### src/design/spv_pkg.sv
// Shared types and constants for the sine PWM driver.
// Depends on nothing; the top level and the checker import it.
`default_nettype none

package spv_pkg;

	localparam int DEF_TABLE_DIVISOR = 18;
	localparam int TABLE_LEN         = 15;

	localparam int WORD_W   = 16;
	localparam int VAL_W    = 12;
	localparam int SEL_W    = 4;
	localparam int AMP_W    = 7;
	localparam int FREQ_W   = 9;
	localparam int UNIT_W   = 9;
	localparam int DUTY_W   = 16;
	localparam int PERIOD_W = 16;
	localparam int PHASE_W  = 6;
	localparam int IDX_W    = 4;
	localparam int SINE_W   = 15;
	localparam int INNER_W  = 23;

	localparam logic OP_TICK = 1'b0;
	localparam logic OP_SPI  = 1'b1;

	localparam logic [SEL_W-1:0] SEL_AMP  = 4'h1;
	localparam logic [SEL_W-1:0] SEL_FREQ = 4'h2;

	localparam logic [VAL_W-1:0]    AMP_MAX    = 12'd100;
	localparam logic [VAL_W-1:0]    FREQ_MAX   = 12'd500;
	localparam logic [PERIOD_W-1:0] PERIOD_NUM = 16'd35333;
	localparam logic [INNER_W-1:0]  DUTY_BIAS  = 23'd3276800;

	localparam logic [PERIOD_W-1:0] RST_STEP_PERIOD = 16'd117;
	localparam logic [AMP_W-1:0]    RST_AMP         = 7'd100;
	localparam logic [FREQ_W-1:0]   RST_FREQ        = 9'd300;
	localparam logic [UNIT_W-1:0]   RST_UNIT        = 9'd100;

	localparam logic [63:0] HALF_PI_Q30 = 64'd1686629713;

	typedef enum logic [2:0] {
		ST_IDLE,
		ST_MUL_AMP,
		ST_MUL_UNIT,
		ST_DIV,
		ST_FINISH
	} spv_state_t;

endpackage

`default_nettype wire

### src/design/spv_serial_mul.sv
// Bit-serial shift-add multiplier: one multiplier bit per cycle, LSB first.
// Depends on nothing; shared by both duty products of the top level.
`default_nettype none

module spv_serial_mul #(
	parameter int A_W = 23,
	parameter int B_W = 9
) (
	input  wire logic               clk,
	input  wire logic               arst_n,
	input  wire logic               start,
	input  wire logic [A_W-1:0]     a,
	input  wire logic [B_W-1:0]     b,
	output logic                    done,
	output logic [A_W+B_W-1:0]      prod
);

	localparam int CNT_W = $clog2(B_W + 1);

	logic [CNT_W-1:0]   cnt_q;
	logic               done_q;
	logic [A_W-1:0]     a_q;
	logic [A_W+B_W-1:0] prod_q;
	logic [A_W:0]       sum;

	// add the multiplicand into the upper half when the current multiplier bit is set
	assign sum = {1'b0, prod_q[A_W+B_W-1:B_W]} + (prod_q[0] ? {1'b0, a_q} : {(A_W+1){1'b0}});

	always_ff @(posedge clk or negedge arst_n) begin
		if (!arst_n) begin
			cnt_q  <= '0;
			done_q <= 1'b0;
		end else if (start) begin
			cnt_q  <= CNT_W'(B_W);
			done_q <= 1'b0;
		end else if (cnt_q != '0) begin
			cnt_q  <= cnt_q - 1'b1;
			done_q <= (cnt_q == CNT_W'(1));
		end else begin
			done_q <= 1'b0;
		end
	end

	always_ff @(posedge clk) begin
		if (start) begin
			a_q    <= a;
			prod_q <= {{A_W{1'b0}}, b};
		end else if (cnt_q != '0) begin
			prod_q <= {sum, prod_q[B_W-1:1]};
		end
	end

	assign done = done_q;
	assign prod = prod_q;

endmodule

`default_nettype wire

### src/design/spv_serial_div.sv
// Restoring divider: one quotient bit per cycle, MSB first.
// Depends on nothing; turns a new frequency into a step period.
`default_nettype none

module spv_serial_div #(
	parameter int N_W = 16,
	parameter int D_W = 9
) (
	input  wire logic           clk,
	input  wire logic           arst_n,
	input  wire logic           start,
	input  wire logic [N_W-1:0] dividend,
	input  wire logic [D_W-1:0] divisor,
	output logic                done,
	output logic [N_W-1:0]      quot
);

	localparam int CNT_W = $clog2(N_W + 1);

	logic [CNT_W-1:0] cnt_q;
	logic             done_q;
	logic [D_W-1:0]   rem_q;
	logic [N_W-1:0]   quo_q;
	logic [D_W-1:0]   d_q;
	logic [D_W:0]     trial;
	logic [D_W:0]     diff;
	logic             fits;

	assign trial = {rem_q, quo_q[N_W-1]};
	assign fits  = (trial >= {1'b0, d_q});
	assign diff  = trial - {1'b0, d_q};

	always_ff @(posedge clk or negedge arst_n) begin
		if (!arst_n) begin
			cnt_q  <= '0;
			done_q <= 1'b0;
		end else if (start) begin
			cnt_q  <= CNT_W'(N_W);
			done_q <= 1'b0;
		end else if (cnt_q != '0) begin
			cnt_q  <= cnt_q - 1'b1;
			done_q <= (cnt_q == CNT_W'(1));
		end else begin
			done_q <= 1'b0;
		end
	end

	// shift the dividend out of the quotient register while quotient bits shift in
	always_ff @(posedge clk) begin
		if (start) begin
			rem_q <= '0;
			quo_q <= dividend;
			d_q   <= divisor;
		end else if (cnt_q != '0) begin
			rem_q <= fits ? diff[D_W-1:0] : trial[D_W-1:0];
			quo_q <= {quo_q[N_W-2:0], fits};
		end
	end

	assign done = done_q;
	assign quot = quo_q;

endmodule

`default_nettype wire

### src/design/sine_pwm_vibration_driver.sv
// Sine PWM vibration driver: top level with control sequencer, state and quarter-sine table.
// Depends on spv_pkg, spv_serial_mul and spv_serial_div.
//
// Usage:
//   Input channel (in_valid / in_stall, opcode, spi_word) carries one transaction per
//   microsecond tick (opcode 0) or per received SPI command word (opcode 1).
//   Output channel (out_valid / out_stall) returns exactly one transaction per input:
//   the held duty count, the echoed command value and two flags saying what changed.
//   cfg_we / cfg_data write duty_unit; write it only while the block is idle.
// Sequence, one transaction at a time:
//   - a tick that does not expire the step period, or any command that leaves the
//     frequency as it is: straight from idle to the finish state, which loads the output register.
//   - a tick that advances the phase: two passes through the bit-serial multiplier
//     (sine * amplitude, then duty_unit * bias term), then the finish state.
//   - a frequency change: the 16-step serial divider for 35333 / freq, then the finish state.
//   The next input is taken as soon as the sequencer is back in idle, even while the
//   previous result still sits in the output register.
// Reset: amplitude 100, frequency 300, step period 117, duty_unit 100, phase 0,
//   duty and reply hold 0, no result pending.
// Stall: a stalled result holds in the output register; a finished computation waits
//   in its last step until that register frees up, and the input stays stalled meanwhile.
`default_nettype none

module sine_pwm_vibration_driver #(
	parameter int TABLE_DIVISOR = spv_pkg::DEF_TABLE_DIVISOR
) (
	input  wire logic                          clk,
	input  wire logic                          arst_n,
	input  wire logic                          cfg_we,
	input  wire logic [spv_pkg::UNIT_W-1:0]    cfg_data,
	input  wire logic                          in_valid,
	output logic                               in_stall,
	input  wire logic                          opcode,
	input  wire logic [spv_pkg::WORD_W-1:0]    spi_word,
	output logic                               out_valid,
	input  wire logic                          out_stall,
	output logic [spv_pkg::DUTY_W-1:0]         duty_value,
	output logic                               duty_updated,
	output logic [spv_pkg::VAL_W-1:0]          reply_word,
	output logic                               reply_updated
);

	import spv_pkg::*;

	localparam int MUL_A_W = INNER_W;
	localparam int MUL_B_W = UNIT_W;
	localparam int PROD_W  = MUL_A_W + MUL_B_W;

	localparam logic [PHASE_W-1:0] PH_QUARTER   = 6'd15;
	localparam logic [PHASE_W-1:0] PH_HALF      = 6'd30;
	localparam logic [PHASE_W-1:0] PH_3QUARTER  = 6'd45;
	localparam logic [PHASE_W-1:0] PH_END_Q1    = 6'd29;
	localparam logic [PHASE_W-1:0] PH_END_Q3    = 6'd59;
	localparam logic [PHASE_W-1:0] PH_SKIP_A    = 6'd14;
	localparam logic [PHASE_W-1:0] PH_SKIP_B    = 6'd29;
	localparam logic [PHASE_W-1:0] PH_SKIP_C    = 6'd44;
	localparam logic [PHASE_W-1:0] PH_COUNT     = 6'd60;
	localparam logic [PHASE_W-1:0] PH_WRAP      = 6'd1;
	localparam logic [PHASE_W-1:0] IDX_LAST     = 6'(TABLE_LEN - 1);

	// quarter-sine table, fixed at elaboration from the table divisor
	logic [SINE_W-1:0] sine_tab [TABLE_LEN];

	for (genvar gi = 0; gi < TABLE_LEN; gi++) begin : g_tab
		// Q30 Taylor series of sin(x), nine terms, each truncated; rounded half up to Q15
		localparam logic [63:0] X_I  = (HALF_PI_Q30 * 64'(gi)) / 64'(TABLE_DIVISOR);
		localparam logic [63:0] X2_I = (X_I * X_I) >> 30;
		localparam logic [63:0] T1_I = ((X_I * X2_I) >> 30) / 64'd6;
		localparam logic [63:0] T2_I = ((T1_I * X2_I) >> 30) / 64'd20;
		localparam logic [63:0] T3_I = ((T2_I * X2_I) >> 30) / 64'd42;
		localparam logic [63:0] T4_I = ((T3_I * X2_I) >> 30) / 64'd72;
		localparam logic [63:0] T5_I = ((T4_I * X2_I) >> 30) / 64'd110;
		localparam logic [63:0] T6_I = ((T5_I * X2_I) >> 30) / 64'd156;
		localparam logic [63:0] T7_I = ((T6_I * X2_I) >> 30) / 64'd210;
		localparam logic [63:0] T8_I = ((T7_I * X2_I) >> 30) / 64'd272;
		localparam logic [63:0] POS_I = X_I + T2_I + T4_I + T6_I + T8_I;
		localparam logic [63:0] NEG_I = T1_I + T3_I + T5_I + T7_I;
		localparam logic [63:0] R_I = (NEG_I > POS_I) ? 64'd0
		                                              : (((POS_I - NEG_I) + 64'd16384) >> 15);
		localparam logic [SINE_W-1:0] S_I = (R_I > 64'd32767) ? SINE_W'(32767) : SINE_W'(R_I);
		assign sine_tab[gi] = S_I;
	end

	spv_state_t state_q, state_d;

	logic [PHASE_W-1:0]  phase_q;
	logic [PERIOD_W-1:0] tick_count_q;
	logic [PERIOD_W-1:0] step_period_q;
	logic [AMP_W-1:0]    amplitude_q;
	logic [FREQ_W-1:0]   frequency_q;
	logic [UNIT_W-1:0]   duty_unit_q;
	logic [DUTY_W-1:0]   duty_hold_q;
	logic [VAL_W-1:0]    reply_hold_q;
	logic                neg_q;
	logic                dupd_q;
	logic                rupd_q;

	logic                out_valid_q;
	logic [DUTY_W-1:0]   duty_value_q;
	logic                duty_updated_q;
	logic [VAL_W-1:0]    reply_word_q;
	logic                reply_updated_q;

	// decode of the incoming transaction
	logic                accept;
	logic [PERIOD_W-1:0] tick_inc;
	logic                expire;
	logic [SEL_W-1:0]    sel;
	logic [VAL_W-1:0]    val;
	logic [AMP_W-1:0]    amp_c;
	logic [FREQ_W-1:0]   freq_c;
	logic                freq_change;

	// waveform lookup
	logic [PHASE_W-1:0]  off;
	logic                neg_d;
	logic [IDX_W-1:0]    tab_idx;
	logic [PHASE_W-1:0]  phase_step;
	logic [PHASE_W-1:0]  phase_sum;
	logic [PHASE_W-1:0]  phase_next;

	// arithmetic units
	logic                mul_start;
	logic [MUL_A_W-1:0]  mul_a;
	logic [MUL_B_W-1:0]  mul_b;
	logic                mul_done;
	logic [PROD_W-1:0]   mul_prod;
	logic [INNER_W-1:0]  inner;
	logic [DUTY_W:0]     duty_raw;
	logic [DUTY_W-1:0]   duty_sat;
	logic                div_start;
	logic                div_done;
	logic [PERIOD_W-1:0] div_quot;
	logic                load_out;

	assign accept   = in_valid && (state_q == ST_IDLE);
	assign in_stall = (state_q != ST_IDLE);

	assign tick_inc = tick_count_q + 1'b1;
	assign expire   = (tick_inc >= step_period_q);

	assign sel = spi_word[WORD_W-1:WORD_W-SEL_W];
	assign val = spi_word[VAL_W-1:0];

	// clamp amplitude to 100 and frequency to 1..500
	always_comb begin
		amp_c = (val > AMP_MAX) ? AMP_MAX[AMP_W-1:0] : val[AMP_W-1:0];
		if (val > FREQ_MAX) begin
			freq_c = FREQ_MAX[FREQ_W-1:0];
		end else if (val == '0) begin
			freq_c = FREQ_W'(1);
		end else begin
			freq_c = val[FREQ_W-1:0];
		end
	end
	assign freq_change = (freq_c != frequency_q);

	// mirror the quarter table across the four quadrants
	always_comb begin
		if (phase_q < PH_QUARTER) begin
			off   = phase_q;
			neg_d = 1'b0;
		end else if (phase_q < PH_HALF) begin
			off   = PH_END_Q1 - phase_q;
			neg_d = 1'b0;
		end else if (phase_q < PH_3QUARTER) begin
			off   = phase_q - PH_HALF;
			neg_d = 1'b1;
		end else begin
			off   = PH_END_Q3 - phase_q;
			neg_d = 1'b1;
		end
		tab_idx = (off > IDX_LAST) ? IDX_LAST[IDX_W-1:0] : off[IDX_W-1:0];
	end

	// skip 15, 30 and 45, which repeat the table entry of the phase before; wrap to 1
	assign phase_step = (phase_q == PH_SKIP_A || phase_q == PH_SKIP_B || phase_q == PH_SKIP_C)
		? PHASE_W'(2) : PHASE_W'(1);
	assign phase_sum  = phase_q + phase_step;
	assign phase_next = (phase_sum >= PH_COUNT) ? PH_WRAP : phase_sum;

	assign inner    = neg_q ? (DUTY_BIAS - mul_prod[INNER_W-1:0])
	                        : (DUTY_BIAS + mul_prod[INNER_W-1:0]);
	assign duty_raw = mul_prod[PROD_W-1:PROD_W-DUTY_W-1];
	assign duty_sat = duty_raw[DUTY_W] ? {DUTY_W{1'b1}} : duty_raw[DUTY_W-1:0];

	// sequencer: next state and unit control
	always_comb begin
		state_d   = state_q;
		mul_start = 1'b0;
		mul_a     = '0;
		mul_b     = '0;
		div_start = 1'b0;
		load_out  = 1'b0;
		case (state_q)
			ST_IDLE: begin
				if (in_valid) begin
					if (opcode == OP_TICK) begin
						if (expire) begin
							// first pass: sine * amplitude
							mul_start = 1'b1;
							mul_a     = MUL_A_W'(sine_tab[tab_idx]);
							mul_b     = MUL_B_W'(amplitude_q);
							state_d   = ST_MUL_AMP;
						end else begin
							state_d = ST_FINISH;
						end
					end else if (sel == SEL_FREQ && freq_change) begin
						div_start = 1'b1;
						state_d   = ST_DIV;
					end else begin
						state_d = ST_FINISH;
					end
				end
			end
			ST_MUL_AMP: begin
				if (mul_done) begin
					// second pass: duty_unit * (bias +/- product)
					mul_start = 1'b1;
					mul_a     = inner;
					mul_b     = duty_unit_q;
					state_d   = ST_MUL_UNIT;
				end
			end
			ST_MUL_UNIT: begin
				if (mul_done) begin
					state_d = ST_FINISH;
				end
			end
			ST_DIV: begin
				if (div_done) begin
					state_d = ST_FINISH;
				end
			end
			ST_FINISH: begin
				if (!out_valid_q || !out_stall) begin
					load_out = 1'b1;
					state_d  = ST_IDLE;
				end
			end
			default: begin
				state_d = ST_IDLE;
			end
		endcase
	end

	always_ff @(posedge clk or negedge arst_n) begin
		if (!arst_n) begin
			state_q <= ST_IDLE;
		end else begin
			state_q <= state_d;
		end
	end

	// block state
	always_ff @(posedge clk or negedge arst_n) begin
		if (!arst_n) begin
			phase_q       <= '0;
			tick_count_q  <= '0;
			step_period_q <= RST_STEP_PERIOD;
			amplitude_q   <= RST_AMP;
			frequency_q   <= RST_FREQ;
			duty_unit_q   <= RST_UNIT;
			duty_hold_q   <= '0;
			reply_hold_q  <= '0;
			neg_q         <= 1'b0;
			dupd_q        <= 1'b0;
			rupd_q        <= 1'b0;
		end else begin
			if (cfg_we) begin
				duty_unit_q <= cfg_data;
			end
			if (accept) begin
				if (opcode == OP_TICK) begin
					dupd_q       <= expire;
					rupd_q       <= 1'b0;
					tick_count_q <= expire ? '0 : tick_inc;
					if (expire) begin
						neg_q   <= neg_d;
						phase_q <= phase_next;
					end
				end else begin
					dupd_q <= 1'b0;
					rupd_q <= (sel == SEL_AMP) || (sel == SEL_FREQ);
					if (sel == SEL_AMP) begin
						amplitude_q  <= amp_c;
						reply_hold_q <= val;
					end
					if (sel == SEL_FREQ) begin
						reply_hold_q <= val;
						if (freq_change) begin
							frequency_q  <= freq_c;
							tick_count_q <= '0;
						end
					end
				end
			end
			if (state_q == ST_MUL_UNIT && mul_done) begin
				duty_hold_q <= duty_sat;
			end
			if (state_q == ST_DIV && div_done) begin
				step_period_q <= div_quot;
			end
		end
	end

	// output register: hold while stalled, drop valid once taken
	always_ff @(posedge clk or negedge arst_n) begin
		if (!arst_n) begin
			out_valid_q <= 1'b0;
		end else if (load_out) begin
			out_valid_q <= 1'b1;
		end else if (!out_stall) begin
			out_valid_q <= 1'b0;
		end
	end

	always_ff @(posedge clk) begin
		if (load_out) begin
			duty_value_q    <= duty_hold_q;
			duty_updated_q  <= dupd_q;
			reply_word_q    <= reply_hold_q;
			reply_updated_q <= rupd_q;
		end
	end

	spv_serial_mul #(
		.A_W (MUL_A_W),
		.B_W (MUL_B_W)
	) u_mul (
		.clk    (clk),
		.arst_n (arst_n),
		.start  (mul_start),
		.a      (mul_a),
		.b      (mul_b),
		.done   (mul_done),
		.prod   (mul_prod)
	);

	spv_serial_div #(
		.N_W (PERIOD_W),
		.D_W (FREQ_W)
	) u_div (
		.clk      (clk),
		.arst_n   (arst_n),
		.start    (div_start),
		.dividend (PERIOD_NUM),
		.divisor  (freq_c),
		.done     (div_done),
		.quot     (div_quot)
	);

	assign out_valid     = out_valid_q;
	assign duty_value    = duty_value_q;
	assign duty_updated  = duty_updated_q;
	assign reply_word    = reply_word_q;
	assign reply_updated = reply_updated_q;

endmodule

`default_nettype wire

### config.mk
export PLATFORM = sky130hd
export DESIGN_NAME = sine_pwm_vibration_driver
export DESIGN_NICKNAME = d
export VERILOG_FILES = /design/src/design/spv_pkg.sv /design/src/design/spv_serial_mul.sv /design/src/design/spv_serial_div.sv /design/src/design/sine_pwm_vibration_driver.sv
export SDC_FILE = /design/constraint.sdc
export NUM_CORES = 1
export LEC_CHECK = 0
export BUFFER_PORTS_ARGS = -buffer_cell sky130_fd_sc_hd__clkbuf_2
export CORE_MARGIN = 4
export CORE_UTILIZATION = 30
export CTS_BUF_LIST = sky130_fd_sc_hd__clkbuf_8
export DETAILED_ROUTE_END_ITERATION = 8
export GPL_ROUTABILITY_DRIVEN = 1
export PLACE_DENSITY = 0.48
export SKIP_LAST_GASP = 1
export SYNTH_ARGS = -nofsm -noshare
export SYNTH_HDL_FRONTEND = slang
export SYNTH_HIERARCHICAL = 1
export SYNTH_SLANG_ARGS = --single-unit
### constraint.sdc
create_clock -name clk -period 12.4 [get_ports clk]
set_input_delay 1.86 -clock clk [delete_from_list [all_inputs] [get_ports clk]]
set_output_delay 1.86 -clock clk [all_outputs]
set_load 0.05 [all_outputs]
==> results.json, run 1 <==
{
  "outcome": "completed",
  "dpl.hpwl_mm": 23.8,
  "peakVddDrop_uv": 112,
  "critPathSlowestCell": "nor3_2",
  "min_delay_worst_endpoint": "reply_word[7]",
  "dpl_worst_slack_ns": 6.41,
  "io_buffers": 62,
  "synthArstFlopShare_pct": 47.8,
  "critical-path-top-delay-family": "simple AND/OR/NAND/NOR gates",
  "max_slew_margin_pct": 30.2,
  "netlist_instances": 1280,
  "yosysSeqAreaShare_pct": 46.0,
  "crit_fanout": 33,
  "clk_latency_ns": 0.61,
  "hold_buffers": 0,
  "core-area_sq_mm": 0.0431,
  "netlist_area_sq_mm": 0.0130,
  "reg2regPathDepth": 15,
  "min_period_ns": 5.39,
  "power_density_mw_per_mm2": 251,
  "drc_errors": 0,
  "worstMarginPinSlew_ns": 1.04,
  "die_y_um": 217,
  "min_path_cells": 0,
  "yosys.area.top_type_share_pct": 20.0,
  "synth-edff-count": 87,
  "required_ns": 12.63,
  "max_stage_delay_ns": 0.47,
  "hp-start": "reply_hold_q[7]",
  "antenna_left": 0,
  "timing.hold.ws_ns": 0.440,
  "regToRegSetupSlack_ns": 7.66,
  "cp-end-kind": "flop",
  "path_clk_slew_ns": 0.06,
  "finalNetCount": 1463,
  "slew_violations": 0,
  "drive_gt1_share_pct": 17.7,
  "setup_viol": 0,
  "yosysMostFrequentCell": "nand2_1",
  "synth_area_leaders": "edfxtp_1 20%, dfrtp_1 18%, ha_1 6.9%",
  "start_util_pct": 30.3,
  "yosys.area.top_type": "edfxtp_1",
  "wl_per_cell_um": 16.8,
  "syn_avg_cell_area_sq_um": 10.2,
  "cts.path.max_buffers": 3,
  "power.leakage_nw": 6.39,
  "grt.total_usage_pct": 14.2,
  "hold_viol": 0,
  "diodes": 0,
  "power_mw": 3.74,
  "firstDrtPassIters": 6,
  "finalWorstSetupSlack_ns": 7.01,
  "rsz0062_at_grt": "false",
  "cts-resized-gates": 0,
  "vias": 9744,
  "rows": 76,
  "min_path_type": "flop to flop",
  "skew_ns": 0.0653,
  "pin_count": 63,
  "r2r_start": "tick_count_q[0]",
  "drt-initial-drc-count": 508,
  "overflow": 0,
  "finalCritPeriodShare_pct": 43.5,
  "critPathArrivalTime_ns": 5.62,
  "drv_cap": 0,
  "antenna_found_initial": 0,
  "crit_type": "input pin to flop",
  "via_per_inst": 4.93,
  "dieArea_sq_mm": 0.0469,
  "cts.sinks": 228,
  "ys_warn_count": 6,
  "synth_cell_type_count": 86,
  "gp_congestion": 0.855,
  "clock_tree.root_cell": "clkbuf_8",
  "first_global_vias": 9701,
  "synth_ff_type": "dfrtp_1",
  "ys_top_cells_by_count": "117 x nand2_1, 101 x nor2_1, 94 x dfrtp_1, 87 x edfxtp_1, 78 x a21oi_1",
  "worstReg2RegEnd": "u_mul/prod[2]",
  "crit_chain": "clkbuf_2 > nor3_2 > nand2b_1 > xor2_1 > a211o_1 > o41ai_2 > nand2b_1 > inv_1 > buf_4 > nor4_1 > and2_1 > inv_1",
  "start_kind": "input pin",
  "drt_wl_total_mm": 33.2,
  "area_growth_syn_to_layout_pct": 14.4,
  "post_cts_buffers": 0,
  "grt_pass1_wl_mm": 54.0,
  "cts_tree": "built",
  "fmax_ghz": 0.186,
  "ys_ff_latch": 228,
  "grt_max_degree": 72,
  "setup_tns_ns": 0,
  "dieWidth_um": 217,
  "cts_buffers": 41,
  "critPathBufInv": 4,
  "htree_levels": 2
}
==> report_power, final <==
| group | internal (mW) | total [mW] | switching, mW |
|---|---|---|---|
| clock network | 0.436 | 0.773 | 0.337 |
| registers | 1.10 | 1.35 | 0.247 |
| logic | 0.637 | 1.62 | 0.981 |
==> layout make-up <==
type / instances / area [sq um]
Multi-Input combinational cell: 956 / 6690
Inverter: 58 / 218
Clock buffer: 47 / 647
Sequential cell: 228 / 6000
Timing Repair Buffer: 72 / 388
Clock inverter: 29 / 246
Tap cell: 585 / 732
Fill cell: 4368 / 28200
==> flip-flops by register name, indices dropped and copies added (netlist names), 3 cells and up <==
name,count
duty_value,16
duty_unit_q,9
amplitude_q,7
tick_count_q,16
u_mul/cnt_q,4
phase_q,6
u_div/cnt_q,5
reply_hold_q,12
state_q,3
u_mul/prod,32
u_mul/a_q,23
step_period_q,16
duty_hold_q,16
u_div/d_q,9
u_div/rem_q,9
u_div/quot,16
frequency_q,9
reply_word,12
==> metrics by stage <==
step	util [%]	instance area, sq um	std cells
finish	34.6	14900	1975
CTS	34.6	14900	1975
floorplan	-	13100	1294
detailed placement	32.6	14000	1899
global placement	32.6	14000	1899
global route	34.6	14900	1975
==> how the worst max path moves through the flow <==
stage | from | endpoint | cells after the start
floorplan | spi_word[9] | u_div/quot[0] | 13
global placement | spi_word[9] | u_div/quot[5] | 12
detailed placement | spi_word[9] | u_div/quot[5] | 12
CTS | spi_word[9] | u_div/quot[5] | 12
global route | spi_word[9] | u_div/quot[5] | 12
finish | spi_word[9] | u_div/quot[5] | 12
==> cell families (layout without fill, tap and decap cells) <==
group                      Yosys count  in the layout  synth area share (%)
and+or+nand+nor                    401            401                  15.2
buffers and inverters              110            206                  3.40
muxes                               91             91                  7.67
adders and majority gates           75             75                  7.36
other                                2             16                0.0576
DFF                                228            228                  46.0
xor gates and xnor gates            60             60                  4.03
AOI/OAI and AO/OA                  313            313                  16.3
==> layout by cell type, fill, tap and decap left out, types with 14 or more instances in the layout <==
cell type and instances:
a211oi_1 15, xnor2_1 32, a21o_1 27, or3_1 14
edfxtp_1 87, ha_1 72, nor3_1 25, a22o_1 17
nor2_1 101, o21ai_0 56, nand2b_1 16, dfstp_2 15
inv_1 65, mux2_2 64, xor2_1 28, nand2_1 116
clkbuf_2 61, clkbuf_8 47, nor4_1 17, dfxtp_1 32
conb_1 16, a21oi_1 77, and2_1 34, mux2i_1 19
dfrtp_1 94, nand3_1 21
==> metal layers <==
metal,vias to the layer above,global-route usage (%),routed length [um]
li1,4825,-,-
met1,4669,19.8,16000
met2,193,22.4,15000
met3,57,2.65,1470
met4,0,4.65,744
met5,-,0,0
(Power assumes the default switching activity.)
==> inputs of run 2 (changes only) <==
--- a/config.mk
+++ b/config.mk
@@ -5,13 +5,14 @@
 export SDC_FILE = /design/constraint.sdc
 export NUM_CORES = 1
 export LEC_CHECK = 0
+export ABC_AREA = 1
 export BUFFER_PORTS_ARGS = -buffer_cell sky130_fd_sc_hd__clkbuf_2
 export CORE_MARGIN = 4
 export CORE_UTILIZATION = 30
 export CTS_BUF_LIST = sky130_fd_sc_hd__clkbuf_8
 export DETAILED_ROUTE_END_ITERATION = 8
 export GPL_ROUTABILITY_DRIVEN = 1
-export PLACE_DENSITY = 0.48
+export PLACE_DENSITY = 0.49
 export SKIP_LAST_GASP = 1
 export SYNTH_ARGS = -nofsm -noshare
 export SYNTH_HDL_FRONTEND = slang
==> constraint.sdc (replaced) <==
create_clock -name clk -period 4.6 [get_ports clk]
set_input_delay 0.69 -clock clk [delete_from_list [all_inputs] [get_ports clk]]
set_output_delay 0.69 -clock clk [all_outputs]
set_load 0.05 [all_outputs]
==> results.json, run 2 <==
{
  "outcome": "completed",
  "drt_wl_total_mm": 34.8,
  "htree_levels": 2,
  "rsz0062_at_grt": "false",
  "netlist_instances": 1792,
  "core-area_sq_mm": 0.0446,
  "required_ns": 4.98,
  "multi_input_comb_area_sq_mm": 0.00635,
  "drt-initial-drc-count": 527,
  "cts_buffers": 44,
  "pin_count": 63,
  "min_period_ns": 3.89,
  "peakVddDrop_uv": 261,
  "drive_gt1_share_pct": 11.3,
  "clk_latency_ns": 0.62,
  "rows": 77,
  "dpl.hpwl_mm": 26.1,
  "area_growth_syn_to_layout_pct": 14.0,
  "crit_fanout": 16,
  "final_common_cell": "nand2_1",
  "cts_tree": "built",
  "critPathBufInv": 5,
  "cts.sinks": 228,
  "p_sw_mw": 4.67,
  "power_mw": 10.3,
  "synth-edff-count": 87,
  "yosys.area.top_type_share_pct": 19.2,
  "critPathMostFrequentCell": "nand2_1",
  "overflow": 0,
  "gp_congestion": 0.852,
  "fin_area_sq_mm": 0.0155,
  "critical_path_cell_count": 25,
  "yosys.area.top_type": "edfxtp_1",
  "via_per_inst": 4.54,
  "grt_pass1_wl_mm": 57.5,
  "dpl_cell_area_sq_mm": 0.0146,
  "worstMarginPinSlew_ns": 1.02,
  "die_y_um": 221,
  "dieWidth_um": 221,
  "syn_avg_cell_area_sq_um": 7.60,
  "ys_warn_count": 6,
  "final_cell_mix": "521 x nand2_1, 306 x inv_1, 155 x nor2_1",
  "ys_top_cells_by_count": "521 x nand2_1, 289 x inv_1, 156 x nor2_1, 94 x dfrtp_1, 94 x o21ai_0",
  "diodes": 0,
  "largest_reg_flops": 32,
  "antenna_left": 0,
  "power.internal_mw": 5.59,
  "setup_viol": 0,
  "netlist_area_sq_mm": 0.0136,
  "finalCritPeriodShare_pct": 84.6,
  "max_slew_margin_pct": 32.0,
  "ys_ff_latch": 228,
  "synthArstFlopShare_pct": 47.8,
  "start_kind": "flop",
  "firstDrtPassIters": 5,
  "skew_ns": 0.0423,
  "wl_per_cell_um": 13.8,
  "pwr-share-seq_pct": 34.7,
  "synth_ff_type": "dfrtp_1",
  "first_global_vias": 11336,
  "critical-path-top-delay-family": "simple AND/OR/NAND/NOR gates",
  "max_stage_delay_ns": 0.41,
  "slew_violations": 0,
  "path_clk_slew_ns": 0.06,
  "yosysMostFrequentCell": "nand2_1",
  "hold_viol": 0,
  "dieArea_sq_mm": 0.0489,
  "fillers": 4742,
  "p_sw_share_pct": 45.5,
  "yosysSeqAreaShare_pct": 44.0,
  "grt_max_degree": 50,
  "grt.total_usage_pct": 14.1,
  "reg2regPathDepth": 25,
  "clockPowerShare_pct": 19.9,
  "cts.path.max_buffers": 3,
  "min_path_type": "input pin to async pin",
  "layout.area.seq_sq_mm": 0.00600,
  "timing.hold.ws_ns": 0.109,
  "fmax_ghz": 0.257,
  "cp-end-kind": "flop",
  "antenna_found_initial": 0,
  "drv_cap": 0,
  "setup_tns_ns": 0,
  "power.leakage_nw": 7.88,
  "critPathArrivalTime_ns": 4.27,
  "finalNetCount": 1994,
  "io_buffers": 62,
  "synth_area_leaders": "edfxtp_1 19%, dfrtp_1 17%, nand2_1 14%",
  "fin_cells": 2516,
  "start_util_pct": 30.5,
  "crit_type": "flop to flop",
  "dpl.cell_count": 2431,
  "power_density_mw_per_mm2": 660,
  "critPathSlowestCell": "dfrtp_1",
  "vias": 11417,
  "hold_buffers": 0,
  "synth_cell_type_count": 55,
  "clock_tree.root_cell": "clkbuf_8",
  "drc_errors": 0,
  "pwr-share-comb_pct": 45.4
}
run 2: changes by cell type in the layout (fill, tap and decap cells not counted), moves of 24 or more:
cell     before  now
a21o_1       27    3
o21ai_1       8   39
nand3_1      21   85
nor2_1      101  155
o21ai_0      56   94
inv_1        65  306
mux2_2       64    1
xnor2_1      32    8
nand2_1     116  521
and2_1       34    1
run 2: what timing repair did:
item / in CTS / in global routing
gates resized for setup: 0 / 3
buffers inserted: 0 / 2
setup endpoints to repair: 0 / 15
run 2: final timing paths:
kind / start / endpoint / slack [ns]
worst min-delay path: arst_n / step_period_q[3] / 0.11
worst min register to register: duty_hold_q[0] / duty_value[0] / 0.44
worst max register to register: tick_count_q[0] / u_mul/prod[0] / 0.71
max in group asynchronous: arst_n / duty_hold_q[0] / 3.56
min in group clk: cfg_data[5] / duty_unit_q[5] / 0.27
worst max-delay path: tick_count_q[0] / u_mul/prod[0] / 0.71
run 2: kinds of logic after synthesis:
family | after synthesis | synth area share (%)
AO/OA/AOI/OAI | 257 | 10.2
XOR/XNOR | 28 | 1.80
adder cells (fa/ha/maj) | 75 | 7.05
buffers and inverters | 339 | 9.82
flip-flops | 228 | 44.0
multiplexers | 1 | 0.0826
other | 2 | 0.0551
AND/OR/NAND/NOR | 862 | 27.0
run 2: layout make-up:
cell class	count	area share [%]
flip-flops and latches	228	38.6
repair inverters	1	0.0483
clock inverters	29	1.07
clock buffers	53	4.69
inverters	298	7.23
repair buffers	76	2.69
well taps	592	4.77
multi-input cells	1239	40.9
run 2: power groups by stage:
stage | clock [mW] | sequential, mW | combinational [mW]
global route | 2.22 | 3.67 | 5.34
global placement | 0 | 3.60 | 4.61
detailed placement | 0 | 3.61 | 4.64
finish | 2.04 | 3.57 | 4.66
CTS | 2.13 | 3.58 | 4.67
floorplan | 0 | 3.61 | 3.38
run 2: stage by stage:
stage	utilization [%]	setup WS, ns
after floorplan	-	0.232
after global placement	32.8	0.650
after detailed placement	32.8	0.526
after CTS	34.8	0.528
after global routing	34.8	0.0313
final	34.8	0.707
run 2: per-layer routing:
layer	up-vias	wire, um	global-route usage [%]
li1	5893	-	-
met1	5246	16200	18.2
met2	220	16200	24.1
met3	58	1590	3.03
met4	0	797	4.05
met5	-	0	0
==> inputs of run 3 (changes only) <==
==> constraint.sdc (replaced) <==
create_clock -name clk -period 3.2 [get_ports clk]
set_input_delay 0.48 -clock clk [delete_from_list [all_inputs] [get_ports clk]]
set_output_delay 0.48 -clock clk [all_outputs]
set_load 0.05 [all_outputs]
==> results.json, run 3 (synthesized netlist as in run 2, its figures left out) <==
{
  "drv_cap": 0,
  "top_layer": "met4",
  "cts.sinks": 228,
  "min_path_cells": 3,
  "outcome": "finished, violations left",
  "cts_tree": "built",
  "clock_tree.root_cell": "clkbuf_8",
  "setup_viol": 82,
  "area_growth_syn_to_layout_pct": 19.0,
  "wl_per_cell_um": 14.0,
  "overflow": 0,
  "max_stage_delay_ns": 0.38,
  "rows": 77,
  "min_period_ns": 3.33,
  "antenna_left": 0,
  "power_mw": 15.5,
  "worstMarginPinSlew_ns": 0.970,
  "crit_type": "flop to flop",
  "cts_buffers": 44,
  "critPathArrivalTime_ns": 3.79,
  "drive_gt1_share_pct": 15.7,
  "gp_congestion": 0.894,
  "critPathSlowestCell": "dfrtp_1",
  "p_sw_mw": 6.95,
  "via_per_inst": 4.49,
  "htree_levels": 2,
  "timing.hold.ws_ns": 0.116,
  "setup_tns_ns": -4.48,
  "antenna_found_initial": 0,
  "fmax_ghz": 0.300,
  "slew_violations": 0,
  "clk_latency_ns": 0.57,
  "power.leakage_nw": 8.18,
  "pwr-share-comb_pct": 48.4,
  "wl_met1_mm": 17.5,
  "skew_ns": 0.0176,
  "p_sw_share_pct": 44.7,
  "peakVddDrop_uv": 490,
  "met2RoutedLength_mm": 16.1,
  "dieWidth_um": 221,
  "max_slew_margin_pct": 35.2,
  "drc_errors": 0,
  "diodes": 0,
  "dpl_cell_area_sq_mm": 0.0150,
  "required_ns": 3.66,
  "core-area_sq_mm": 0.0446,
  "drt_wl_total_mm": 36.0,
  "clockPowerShare_pct": 19.3,
  "rsz0062_at_grt": "true",
  "grt_max_degree": 55,
  "finalCritPeriodShare_pct": 104,
  "dieArea_sq_mm": 0.0489,
  "path_clk_slew_ns": 0.06,
  "dpl.hpwl_mm": 27.0,
  "final_common_cell": "nand2_1",
  "cp-end-kind": "flop",
  "grt.total_usage_pct": 14.5,
  "pin_count": 63,
  "start_util_pct": 30.5,
  "cts.path.max_buffers": 3,
  "fin_area_sq_mm": 0.0162,
  "fin_util_pct": 36.4,
  "drt-initial-drc-count": 721,
  "start_kind": "flop",
  "power.internal_mw": 8.59,
  "final_cell_mix": "511 x nand2_1, 296 x inv_1, 150 x nor2_1",
  "hold_viol": 0,
  "firstDrtPassIters": 6,
  "violations": "setup timing",
  "grt_pass1_wl_mm": 59.4,
  "die_y_um": 221,
  "dr_wl_met3_mm": 1.58,
  "crit_chain": "ha_2 > nand2_2 > nor2_4 > nand3_2 > nand3b_1 > nor2_1 > inv_1 > nor2_2 > nand2_1 > xor2_2 > inv_1 > ha_1 > nand4_1 > nor2_1 > nand3_1 > nand2_2 > nand2_4 > nand2_8 > inv_8 > nand2_8 > inv_8 > o21ai_1 > a21oi_1 > a21o_1",
  "pwr-share-seq_pct": 32.3,
  "io_buffers": 62,
  "reg2regPathDepth": 24,
  "first_global_vias": 11513,
  "largest_reg_flops": 32,
  "finalWorstSetupSlack_ns": -0.130,
  "min_path_type": "input pin to flop",
  "finalNetCount": 2045,
  "vias": 11538,
  "crit_fanout": 5,
  "power_density_mw_per_mm2": 958
}
[run 3: cell count changes in the layout (fill, tap and decap cells not counted), sizes merged]
cell,before,now
buf,15,65
clkbuf,114,118
dlygate4sd3,0,1
inv,316,312
clkinvlp,2,0
clkinv,9,11
[run 3: final timing paths]
| path | start | end | slack, ns |
|---|---|---|---|
| worst min-delay path | cfg_data[6] | duty_unit_q[6] | 0.12 |
| worst min register to register | duty_hold_q[9] | duty_value[9] | 0.44 |
| min in group asynchronous | arst_n | reply_hold_q[11] | 0.52 |
| worst max register to register | tick_count_q[1] | u_mul/prod[13] | -0.13 |
| max in group asynchronous | arst_n | step_period_q[5] | 1.84 |
| worst max-delay path | tick_count_q[1] | u_mul/prod[13] | -0.13 |
[run 3: final cells by class]
class,count,area (sq um)
clock buffer,57,785
timing repair inverter,1,6.26
fill,4657,28400
inverter,298,1140
clock inverter,25,141
multi-input combinational,1239,6540
tap,592,741
sequential,228,6000
timing repair buffer,127,875
[run 3: critical path: cells and delay by family (launching register included)]
kind            cells  cell delay [ns]
simple gates       14             1.68
fa+ha+maj           2             0.47
flops               1             0.38
compound gates      3             0.28
buf+inv             4             0.23
xor+xnor            1             0.18
[run 3: repair_timing]
item                                    in CTS  in global routing
gates cloned                                 1                  0
hold buffers                                 1                  0
endpoints found under the setup margin      90                109
hold endpoints to repair                    41                  0
buffers inserted                             7                  5
pin swaps                                    1                  4
resized for setup                           23                 31
[run 3: routing by layer]
metal	vias to the layer above	GRT usage, %
met3	52	2.94
li1	6005	-
met2	198	23.0
met5	-	0
met4	0	4.15
met1	5283	20.1
[run 3: metrics by stage]
step,setup WS (ns),instances
6_report,-0.130,2567
5_1_grt,-0.407,2567
4_1_cts,-0.0614,2562
3_5_place_dp,-0.286,2471
3_3_place_gp,-0.127,2471
2_1_floorplan,-0.225,1806
[run 3: power by group through the flow]
| stage | clock network (mW) | logic [mW] | registers, mW |
|---|---|---|---|
| final | 3.00 | 7.53 | 5.01 |
| after global routing | 3.26 | 8.55 | 5.14 |
| after CTS | 3.12 | 7.37 | 5.03 |
| after detailed placement | 0 | 7.17 | 5.06 |
| after global placement | 0 | 7.13 | 5.07 |
| after floorplan | 0 | 4.99 | 5.19 |
